===== src/sv/tmps_pkg.sv =====
// shared constants, types and helpers for the triangle minimum path sum block
package tmps_pkg;

    // largest triangle the row buffer holds
    localparam int MAX_ROWS = 64;

    // field widths
    localparam int CFG_W   = 7;
    localparam int VALUE_W = 16;
    localparam int OUT_W   = 22;

    // derived widths
    localparam int ROW_W = $clog2(MAX_ROWS + 1);
    localparam int COL_W = $clog2(MAX_ROWS);
    localparam int SUM_W = VALUE_W + COL_W + 1;
    localparam int CMP_W = (ROW_W > CFG_W) ? ROW_W : CFG_W;

    // row count register value after reset
    localparam logic [CFG_W-1:0] CFG_RESET = 7'd64;

    typedef logic [ROW_W-1:0]          t_rows;
    typedef logic [COL_W-1:0]          t_col;
    typedef logic signed [VALUE_W-1:0] t_value;
    typedef logic signed [SUM_W-1:0]   t_sum;
    typedef logic signed [OUT_W-1:0]   t_out;

    // element issued to the fold datapath
    typedef struct packed {
        logic   valid;
        logic   bottom;
        logic   apex;
        t_col   col;
        t_value value;
    } t_issue;

    // element leaving the fold stage
    typedef struct packed {
        logic valid;
        logic apex;
        t_sum sum;
    } t_fold_res;

    // row count in use: zero means one row, large values saturate
    function automatic t_rows eff_rows(input logic [CFG_W-1:0] cfg);
        logic [CMP_W-1:0] c;
        t_rows            r;
        c = CMP_W'(cfg);
        if (c == '0) begin
            r = ROW_W'(1);
        end else if (c > CMP_W'(MAX_ROWS)) begin
            r = ROW_W'(MAX_ROWS);
        end else begin
            r = ROW_W'(c);
        end
        return r;
    endfunction

endpackage


===== src/sv/tmps_in_if.sv =====
// element stream channel
interface tmps_in_if import tmps_pkg::*; ();
    logic   valid;
    logic   ready;
    t_value value;

    modport source (output valid, output value, input ready);
    modport sink   (input valid, input value, output ready);
endinterface


===== src/sv/tmps_out_if.sv =====
// minimum sum result channel
interface tmps_out_if import tmps_pkg::*; ();
    logic valid;
    logic ready;
    t_out min_sum;

    modport source (output valid, output min_sum, input ready);
    modport sink   (input valid, input min_sum, output ready);
endinterface


===== src/sv/triangle_min_path_sum_core.sv =====
// Minimum top-to-bottom path sum of a number triangle. Elements arrive one
// beat per cycle, bottom row first and each row left to right; the row count
// comes from i_cfg_data (zero means one row, values above the buffer size
// saturate) and a write restarts the triangle. Each element passes the input
// and then the fold stage, which reads two entries of the row buffer memory,
// copies a bottom-row element or adds the smaller entry to the element, and
// writes back, with the write just issued forwarded to the next read. The
// result beat leaves from an output register loaded with the apex result;
// input stalls only while the fold stage holds an apex whose result cannot
// enter a still occupied output register.
module triangle_min_path_sum_core import tmps_pkg::*; (
    input  logic             i_clk,
    input  logic             i_rst_n,
    input  logic             i_cfg_we,
    input  logic [CFG_W-1:0] i_cfg_data,
    tmps_in_if.sink          i_in,
    tmps_out_if.source       o_out
);

    logic [CFG_W-1:0] r_cfg;
    t_rows            r_row_left;
    t_rows            n_row_left;
    t_col             r_col;
    t_col             n_col;
    logic             r_out_valid;
    t_out             r_out_sum;

    t_rows            rows;
    t_rows            col_next;
    logic             accept;
    logic             out_ok;
    logic             advance;
    t_issue           issue;
    t_fold_res        res;

    assign rows    = eff_rows(r_cfg);
    assign out_ok  = !r_out_valid || o_out.ready;
    assign advance = res.valid && (!res.apex || out_ok);

    // input beat handshake
    assign i_in.ready = !res.valid || advance;
    assign accept     = i_in.valid && i_in.ready;

    // element issue
    always_comb begin
        issue.valid  = accept;
        issue.bottom = (r_row_left == rows);
        issue.apex   = (r_row_left == ROW_W'(1));
        issue.col    = r_col;
        issue.value  = i_in.value;
    end

    // row and column tracking
    assign col_next = ROW_W'(r_col) + ROW_W'(1);

    always_comb begin
        n_row_left = r_row_left;
        n_col      = r_col;
        if (accept) begin
            if (col_next == r_row_left) begin
                n_col = '0;
                if (r_row_left == ROW_W'(1)) begin
                    n_row_left = rows;
                end else begin
                    n_row_left = r_row_left - ROW_W'(1);
                end
            end else begin
                n_col = COL_W'(col_next);
            end
        end
    end

    always_ff @(posedge i_clk) begin
        if (!i_rst_n) begin
            r_cfg      <= CFG_RESET;
            r_row_left <= eff_rows(CFG_RESET);
            r_col      <= '0;
        end else if (i_cfg_we) begin
            r_cfg      <= i_cfg_data;
            r_row_left <= eff_rows(i_cfg_data);
            r_col      <= '0;
        end else begin
            r_row_left <= n_row_left;
            r_col      <= n_col;
        end
    end

    tmps_fold u_fold (
        .i_clk     (i_clk),
        .i_rst_n   (i_rst_n),
        .i_issue   (issue),
        .i_advance (advance),
        .o_res     (res)
    );

    // output register
    always_ff @(posedge i_clk) begin
        if (!i_rst_n) begin
            r_out_valid <= 1'b0;
        end else if (advance && res.apex) begin
            r_out_valid <= 1'b1;
        end else if (o_out.ready) begin
            r_out_valid <= 1'b0;
        end
    end

    always_ff @(posedge i_clk) begin
        if (advance && res.apex) begin
            r_out_sum <= res.sum[OUT_W-1:0];
        end
    end

    assign o_out.valid   = r_out_valid;
    assign o_out.min_sum = r_out_sum;

endmodule


===== src/sv/tmps_fold.sv =====
// row buffer memory with read, add-min and write-back fold stage
module tmps_fold import tmps_pkg::*; (
    input  logic      i_clk,
    input  logic      i_rst_n,
    input  t_issue    i_issue,
    input  logic      i_advance,
    output t_fold_res o_res
);

    // row buffer of running sums
    t_sum   mem [MAX_ROWS];

    logic   r_s1_valid;
    logic   n_s1_valid;
    logic   r_s1_bottom;
    logic   r_s1_apex;
    t_col   r_s1_col;
    t_value r_s1_value;
    t_sum   r_rd_a;
    t_sum   r_rd_b;

    t_col   addr_a;
    t_col   addr_b;
    logic   wr_en;
    t_sum   wr_data;
    t_sum   v_ext;
    t_sum   min_ab;

    // read addresses of the two neighbors below
    assign addr_a = i_issue.col;
    assign addr_b = i_issue.col + COL_W'(1);

    // fold: bottom row copies, higher rows add the smaller neighbor
    always_comb begin
        v_ext   = SUM_W'(r_s1_value);
        min_ab  = (r_rd_a < r_rd_b) ? r_rd_a : r_rd_b;
        wr_data = r_s1_bottom ? v_ext : (v_ext + min_ab);
    end

    assign wr_en = r_s1_valid & i_advance;

    // memory read with forwarding of the write in flight, and write-back
    always_ff @(posedge i_clk) begin
        if (i_issue.valid) begin
            r_rd_a <= (wr_en && (r_s1_col == addr_a)) ? wr_data : mem[addr_a];
            r_rd_b <= (wr_en && (r_s1_col == addr_b)) ? wr_data : mem[addr_b];
        end
        if (wr_en) begin
            mem[r_s1_col] <= wr_data;
        end
    end

    // fold stage occupancy
    always_comb begin
        if (i_issue.valid) begin
            n_s1_valid = 1'b1;
        end else if (i_advance) begin
            n_s1_valid = 1'b0;
        end else begin
            n_s1_valid = r_s1_valid;
        end
    end

    always_ff @(posedge i_clk) begin
        if (!i_rst_n) begin
            r_s1_valid <= 1'b0;
        end else begin
            r_s1_valid <= n_s1_valid;
        end
    end

    // fold stage payload
    always_ff @(posedge i_clk) begin
        if (i_issue.valid) begin
            r_s1_bottom <= i_issue.bottom;
            r_s1_apex   <= i_issue.apex;
            r_s1_col    <= i_issue.col;
            r_s1_value  <= i_issue.value;
        end
    end

    assign o_res.valid = r_s1_valid;
    assign o_res.apex  = r_s1_apex;
    assign o_res.sum   = wr_data;

endmodule


===== src/flat_wrapper.sv =====
// flat-port wrapper written by rule: the top's interface ports become plain ports
module triangle_min_path_sum_core_flat import tmps_pkg::*;
  (i_clk, i_rst_n, i_cfg_we, i_cfg_data, i_in_valid, i_in_value, i_in_ready, o_out_valid, o_out_min_sum, o_out_ready);
  tmps_in_if i_in_i ();
  tmps_out_if o_out_i ();
  input  logic i_clk;
  input  logic i_rst_n;
  input  logic i_cfg_we;
  input  logic [CFG_W-1:0] i_cfg_data;
  input wire logic [$bits(i_in_i.valid)-1:0] i_in_valid;
  input wire logic [$bits(i_in_i.value)-1:0] i_in_value;
  output wire logic [$bits(i_in_i.ready)-1:0] i_in_ready;
  output wire logic [$bits(o_out_i.valid)-1:0] o_out_valid;
  output wire logic [$bits(o_out_i.min_sum)-1:0] o_out_min_sum;
  input wire logic [$bits(o_out_i.ready)-1:0] o_out_ready;
  assign i_in_i.valid = i_in_valid;
  assign i_in_i.value = i_in_value;
  assign i_in_ready = i_in_i.ready;
  assign o_out_valid = o_out_i.valid;
  assign o_out_min_sum = o_out_i.min_sum;
  assign o_out_i.ready = o_out_ready;
  triangle_min_path_sum_core u_core (.i_clk(i_clk), .i_rst_n(i_rst_n), .i_cfg_we(i_cfg_we), .i_cfg_data(i_cfg_data), .i_in(i_in_i), .o_out(o_out_i));
endmodule

===== config.mk =====
export PLATFORM = sky130hd
export DESIGN_NAME = triangle_min_path_sum_core_flat
export DESIGN_NICKNAME = d
export VERILOG_FILES = /design/src/sv/tmps_pkg.sv /design/src/sv/tmps_in_if.sv /design/src/sv/tmps_out_if.sv /design/src/sv/triangle_min_path_sum_core.sv /design/src/sv/tmps_fold.sv /design/src/flat_wrapper.sv
export SDC_FILE = /design/constraint.sdc
export NUM_CORES = 2
export LEC_CHECK = 0
export BUFFER_PORTS_ARGS = -buffer_cell sky130_fd_sc_hd__buf_2
export CORE_ASPECT_RATIO = 0.75
export CORE_UTILIZATION = 61
export CTS_BUF_LIST = sky130_fd_sc_hd__clkbuf_4
export DETAILED_ROUTE_END_ITERATION = 12
export GPL_TIMING_DRIVEN = 0
export MAX_ROUTING_LAYER = met4
export PLACE_DENSITY_LB_ADDON = 0.1
export SYNTH_ARGS = -nofsm -noshare
export SYNTH_HDL_FRONTEND = slang
export SYNTH_SLANG_ARGS = --single-unit

===== constraint.sdc =====
create_clock -name i_clk -period 9.6 [get_ports i_clk]
set_input_delay 2.4 -clock i_clk [delete_from_list [all_inputs] [get_ports i_clk]]
set_output_delay 2.4 -clock i_clk [all_outputs]
set_load 0.02 [all_outputs]

Yosys cells after proc, flatten, opt, wreduce, memory -nomap -nowiden
Memories as Yosys holds them, arrays and structs flattened. A register that Yosys moved wholly into a read port is not among the register bits.
Index checks and enable logic that the tools add are counted.
{"block": "totals", "register_bits": 68, "word_cells": 57, "mem_count": 1, "ram_bits": 1472}
{"block": "classes", "magnitude_cmp": 3, "bitwise_logic": 2, "eq_ne": 3, "add_sub_neg": 4, "n_reduce_logical": 17, "muxes": 17}
{"memory": "u_core.u_fold.mem", "words": 64, "word_bits": 23, "read_ports": 2, "rd_ports_with_merged_regs": 2, "wr": 1, "line": "tmps_fold.sv:11", "text": "t_sum mem [MAX_ROWS];"}
{"cell": "2-to-1 mux 7 bit", "n": 8}
{"cell": "2-to-1 mux 23 bit", "n": 2}
{"cell": "adder 16 x 23 -> 23 bit", "n": 1}
{"cell": "less-than comparator 23 bit", "n": 1}
{"cell": "equality test 7 bit", "n": 2}
{"cell": "> comparator 7 bit, second input constant", "n": 2}
{"cell": "logical NOT 7 bit", "n": 2}
{"cell": "nonzero test 2 bit", "n": 4}
{"cell": "adder 6 x 1 -> 7 bit, second input constant", "n": 1}
{"cell": "equality test 7 x 1 -> 1 bit, second input constant", "n": 1}
{"cell": "subtractor 7 x 1 -> 7 bit, second input constant", "n": 1}
{"cell": "adder 6 x 1 -> 6 bit, second input constant", "n": 1}
{"cell": "2-to-1 mux 1 bit", "n": 6}
{"cell": "2-to-1 mux 6 bit", "n": 1}
{"cell": "logical AND 1 bit", "n": 3}
{"cell": "logical NOT 1 bit", "n": 3}
{"cell": "logical OR 1 bit", "n": 3}
{"cell": "AND reduction 2 bit", "n": 1}
{"cell": "OR reduction 2 bit", "n": 1}
{"cell": "AND 1 bit", "n": 1}
{"cell": "inverter 1 bit", "n": 1}

Logic depth before layout (Yosys ltp)
{"block": "depth", "word_depth": 8, "ltp_mapped": 22, "ltp_nobuf": 21}

Cells and area by module
From an unflattened synthesis, not the netlist that was laid out.
{"block": "hier_totals", "hier_cells": 3485, "hier_area_um2": 74587.8}
{"module": "tmps_fold", "seq_area_each_um2": 46324.4, "area_each_um2": 72395.7, "cells_each": 3273, "instances": 1}
{"module": "triangle_min_path_sum_core", "seq_area_each_um2": 1081.0, "area_each_um2": 2192.1, "cells_each": 212, "instances": 1}

Least setup slack after synthesis
Ideal clock, no wire load.
{"block": "synth_timing", "kind": "reg2reg", "startpoint": "register u_core.u_fold.r_rd_a[2] (read register of u_core.u_fold.mem)", "endpoint": "register u_core.r_out_sum[14], in the netlist u_core.o_out.min_sum[14], data pin", "required_time_ps": 8853, "path_buffers": 1, "path_stages_with_launch": 20, "t_arrival_ps": 6783, "path_slack_ps": 2070, "path_cell_list": "edfxtp_1 -> ha_1 -> a21o_1 -> a31oi_1 -> o2111ai_1 -> nand3b_1 -> nand2_1 -> a21oi_1 -> mux2i_1 -> clkbuf_1 -> mux2_2 -> ha_1 -> fa_1 -> a21oi_1 -> nor3_1 -> or3_1 -> nor2b_1 -> o211ai_1 -> nand2_1 -> o31ai_1"}
{"item": "from (decl)", "line": "tmps_fold.sv:19", "text": "t_sum r_rd_a;"}
{"item": "to (signal assigned)", "line": "triangle_min_path_sum_core.sv:109", "text": "r_out_sum <= res.sum[OUT_W-1:0];"}
{"item": "to (decl)", "line": "triangle_min_path_sum_core.sv:26", "text": "t_out r_out_sum;"}

==> results.md <==
- The area added between synthesis and finish is 12.75%.
- The largest clock skew in the final design is approximately 130 ps.
- During I/O placement, the number of pins put on the boundary was 52.
- The final reports fail on capacitance limit, slew limit.
- The total nets after synthesis is between 3000 and 4000.
- The filler-free cell count of the finished design is 5880.
- The net switching component of the power is about 4.2 mW.
- In this run, post-CTS repair resized a total of 0 instances.
- The fraction of met1 tracks used by global routing is about three fifths.
- Along the worst path, the maximum fanout reaches 58.
- Registers take 47410 um^2.
- The number of placement rows is 110.
- The number of sinks on the clock net is 1586.
- The area inside the core boundary is approximately 120000 um^2.
- For this run the aggregate overflow at the end of global routing stands at 0.
- The first detailed-routing pass ran for 7 iterations.
- The synthesized instance count is about 3400.
- Of the total power, the share spent switching nets is 26.77%.
- The number of cells on the worst reg-to-reg path is 22.
- The flop-to-flop setup slack is roughly 2800 ps.
- After clock tree synthesis, the setup repair step added 0 buffers.
- The detailed router placed 46260 vias in this run.
- The kind of critical path is register to register.
- The worst setup path is launched from a register.
- For met3 alone, demand over resource in global routing was between 20% and 30%.
- At the later pin of the worst-skew pair, clock insertion delay measures around 1400 ps.
- For the pin with the worst max-slew slack, the measured transition is about 1600 ps.
- For this run, global-route usage on met2 was measured as between 50% and 60%.
- The initial antenna violation count is 18.
- The final net count is between 4000 and 5000.
- The final-report hold violation count is 0.
- OpenSTA, run right after detailed placement, puts the worst setup slack at around 3000 ps.
- The final design area excluding fillers is between 80000 and 90000 um^2.
- In this run, placement finished with an instance count of ~5200.
- The worst pin sits at a relative slew slack of -6.890%.
- The clock transition at the registers of the reported paths is roughly 80 ps.
- The first global-routing pass estimated 353.0 mm of wire.
- The number of clock buffers inserted by TritonCTS is between 300 and 400.
- The tool flagged a number of max-cap violations equal to 1.
- The busiest layer in global routing is met1.
- The detailed-route wire length is roughly 260 mm.
- The clock tree from TritonCTS is done.
- The internal portion of total power is between 10 and 15 mW.
- The relative contribution of the clock network to total power is between 30% and 40%.
- Setup repair after global routing left no endpoint under its margin.
- For this run, the top clock speed supported by timing is between 0.1 and 0.15 GHz.
- Once layout is complete, the utilization of the core stands at a little over two thirds.
- Entering global routing, the biggest net connects 74 pins.
- The most common cell after layout, fill and taps aside is sky130_fd_sc_hd__edfxtp_1.
- Once the floorplan was initialized, standard cells occupied just over 60% of the core.
- Input and output buffers added on the ports amount to 51.
- Summed over all cells, the static leakage comes to between 20 and 30 nW.
- For this run, design rule violations remaining after detail routing come to 0.
- The proportion of synthesized flip-flops having asynchronous set or reset is 0%.
- The layout has around 7400 filler cells.
- The unique cell type count in the Yosys netlist is about 60.
- The half-perimeter wire length after placement is 179.2 mm.
- The portion of the post-synthesis area used by sequential elements is 63.86%.
- In this run the worst hold path is classified as register to register.
- The completed layout was analyzed and its total power is around 16 mW.
- In this run the power density over the cells is ~190 nW/um^2.
- The area share of the largest cell type after synthesis is around 63%.
- The dominant cell type by area after synthesis is sky130_fd_sc_hd__edfxtp_1.
- Measured along the y axis, the die boundary spans just over 300 um.
- Across the VDD grid, the largest voltage drop is around 0.14 mV.
- After layout, the worst path uses 70.90% of the clock period.
- The area after detailed placement is between 70000 and 80000 um^2.
- The average vias per placed instance is about 7.9.
- For the worst setup path, the data arrival time is a little under 8000 ps.
- The most used flip-flop cell after synthesis is sky130_fd_sc_hd__edfxtp_1.
- The number of stages on the worst hold path is 0.
- In this run, synthesis produced a sequential element count of 1586.
- The combined global-route utilization of all metal layers is between 40 and 50%.
- The slack of the critical path is around 2800 ps.
- The total number of yosys warnings is 0.
- The routed wire length per instance is 44.06 um.
- Once detail routing completed, the nets flagged for antenna violations numbered 0.
- Summing every instance area after synthesis gives between 70000 and 80000 um^2.
- Setup violations remaining at the end of the flow were counted as 0.
- The top cell types in the final layout, fill and taps aside, are sky130_fd_sc_hd__edfxtp_1, sky130_fd_sc_hd__mux4_2, sky130_fd_sc_hd__clkbuf_4, sky130_fd_sc_hd__buf_2, sky130_fd_sc_hd__nand2_1.
- The post-route netlist has a little under half of its cells at a drive strength greater than 1.
- The number of global-route vias before repair is around 45000.
- The area enclosed by the die boundary is about 120000 um^2.
- Yosys mapped a number of flops with a built-in enable equal to 1564.
- The time the worst path needs with I/O delays and setup is 6806 ps.
- The H-tree was split into 5 levels.
- In this run the horizontal extent of the chip is slightly above 400 um.
- The clock passes through at most 4 buffers.
- After the first detailed-routing iteration, the DRC count stood at approximately 9000.
- In this run, flip-flops and latches consume 52.0% of the power.
- Sorting the synthesized cells by area gives the leading types as sky130_fd_sc_hd__edfxtp_1, sky130_fd_sc_hd__mux4_2, sky130_fd_sc_hd__ha_1, sky130_fd_sc_hd__buf_2, sky130_fd_sc_hd__dfxtp_1.
- At the worst endpoint, the required time is ~11000 ps.
- After clock tree synthesis, the flow added hold-fix buffers numbering 0.
- The final count of pins violating max slew is 11.
- Summing all multi-input logic gate instances after layout gives between 20000 and 30000 um^2.
- The flow ran to the end, but the final reports show violations.
- At the end of routability-driven placement, the weighted congestion stood at 1.038.
- The combinational group share of total power is between 10% and 20%.
- The CTS root buffer is sky130_fd_sc_hd__clkbuf_4.
- STA classifies the critical path endpoint as a register.
- The average instance area after synthesis is around 22 um^2.
==> synth_stat cells (8+ instances only) <==
| master | instances |
|---|---|
| sky130_fd_sc_hd__a31oi_1 | 9 |
| sky130_fd_sc_hd__inv_1 | 50 |
| sky130_fd_sc_hd__clkbuf_1 | 80 |
| sky130_fd_sc_hd__nor2b_1 | 12 |
| sky130_fd_sc_hd__mux2_2 | 30 |
| sky130_fd_sc_hd__nand3b_1 | 9 |
| sky130_fd_sc_hd__xor2_1 | 25 |
| sky130_fd_sc_hd__a21oi_1 | 45 |
| sky130_fd_sc_hd__nor2_1 | 105 |
| sky130_fd_sc_hd__dfxtp_1 | 22 |
| sky130_fd_sc_hd__nand2_1 | 95 |
| sky130_fd_sc_hd__ha_1 | 47 |
| sky130_fd_sc_hd__nand3_1 | 16 |
| sky130_fd_sc_hd__buf_2 | 96 |
| sky130_fd_sc_hd__nor3_1 | 10 |
| sky130_fd_sc_hd__mux4_2 | 966 |
| sky130_fd_sc_hd__xnor2_1 | 29 |
| sky130_fd_sc_hd__edfxtp_1 | 1564 |
| sky130_fd_sc_hd__buf_1 | 67 |
| sky130_fd_sc_hd__a21o_1 | 13 |
| sky130_fd_sc_hd__o21ai_1 | 31 |
| sky130_fd_sc_hd__mux2i_1 | 12 |
| sky130_fd_sc_hd__o21ai_0 | 22 |
| sky130_fd_sc_hd__o21a_1 | 8 |
| sky130_fd_sc_hd__nand4_1 | 8 |
==> worst paths after layout <==
| path | endpoint | startpoint |
|---|---|---|
| min reg2reg | u_core.u_fold.r_s1_col[5]$_DFFE_PP_ | u_core.r_col[5]$_SDFFE_PP0P_ |
| max | u_core.u_fold.mem[28][20]$_DFFE_PP_ | u_core.u_fold.r_rd_a[2]$_DFFE_PP_ |
| min | u_core.u_fold.r_s1_col[5]$_DFFE_PP_ | u_core.r_col[5]$_SDFFE_PP0P_ |
| max reg2reg | u_core.u_fold.mem[28][20]$_DFFE_PP_ | u_core.u_fold.r_rd_a[2]$_DFFE_PP_ |
==> sequential cells by signal, indices dropped and copies added, names as in the netlist <==
register                   count
u_core.u_fold.r_s1_apex        1
u_core.r_row_left              7
u_core.o_out.valid             1
u_core.u_fold.r_s1_bottom      1
u_core.u_fold.r_rd_b          23
u_core.r_col                   6
u_core.u_fold.r_s1_valid       1
u_core.u_fold.r_s1_value      16
u_core.r_cfg                   7
u_core.u_fold.mem           1472
u_core.u_fold.r_s1_col         6
u_core.u_fold.r_rd_a          23
u_core.o_out.min_sum          22
==> power by group through the flow <==
stage	logic [mW]	clock network [mW]	registers, mW
after floorplan	1.07	0	8.43
after global placement	1.72	0	8.51
after detailed placement	2.00	0	8.38
after CTS	2.00	5.49	8.23
after global routing	2.14	5.81	8.24
final	2.09	5.50	8.24
==> layer usage <==
layer  wire [um]  share of wire (%)
met5           0                  0
met4       13050                5.0
met3       53810                 21
met2      107000                 41
met1       85270                 33
==> critical path, stage by stage (launching register included) <==
cell and delay [ps]:
sky130_fd_sc_hd__edfxtp_1 390, sky130_fd_sc_hd__ha_1 310, sky130_fd_sc_hd__a21o_1 110, sky130_fd_sc_hd__a31oi_1 40
sky130_fd_sc_hd__o2111ai_1 250, sky130_fd_sc_hd__nand3b_1 140, sky130_fd_sc_hd__nand2_1 110, sky130_fd_sc_hd__a21oi_1 70
sky130_fd_sc_hd__mux2i_1 320, sky130_fd_sc_hd__clkbuf_1 600, sky130_fd_sc_hd__mux2_2 430, sky130_fd_sc_hd__ha_1 220
sky130_fd_sc_hd__fa_1 450, sky130_fd_sc_hd__a21oi_1 270, sky130_fd_sc_hd__nor3_1 120, sky130_fd_sc_hd__or3_1 430
sky130_fd_sc_hd__nor2b_1 210, sky130_fd_sc_hd__o211ai_1 320, sky130_fd_sc_hd__a31oi_1 150, sky130_fd_sc_hd__xnor2_1 150
sky130_fd_sc_hd__o21ai_0 750, sky130_fd_sc_hd__inv_2 250, sky130_fd_sc_hd__buf_12 270
==> final cells by class <==
type | instances | area share (%)
diodes | 17 | 0.05082
plain buffers | 248 | 1.312
clock buffers | 561 | 5.031
clock inverters | 98 | 0.5261
inverters | 51 | 0.2317
multi-input cells | 1554 | 31.24
flip-flops and latches | 1586 | 56.63
well taps | 1624 | 2.427
repair buffers | 141 | 2.544
==> through the flow <==
step	hold WS, ps	setup TNS (ps)
2_1_floorplan	402.9	0
3_3_place_gp	414.4	-453850
3_5_place_dp	413.6	0
4_1_cts	414.6	0
5_1_grt	421.7	0
6_report	449.6	0
==> cell families after synthesis <==
kind of cell	after synthesis	share of synthesized area, %
flops	1586	63.86
mux	1008	29.92
buf+inv	299	1.719
xor+xnor	54	0.6371
simple gates	285	1.739
compound gates	159	1.308
fa+ha+maj	48	0.8191
No activity file was read; power rests on OpenSTA's default activity.
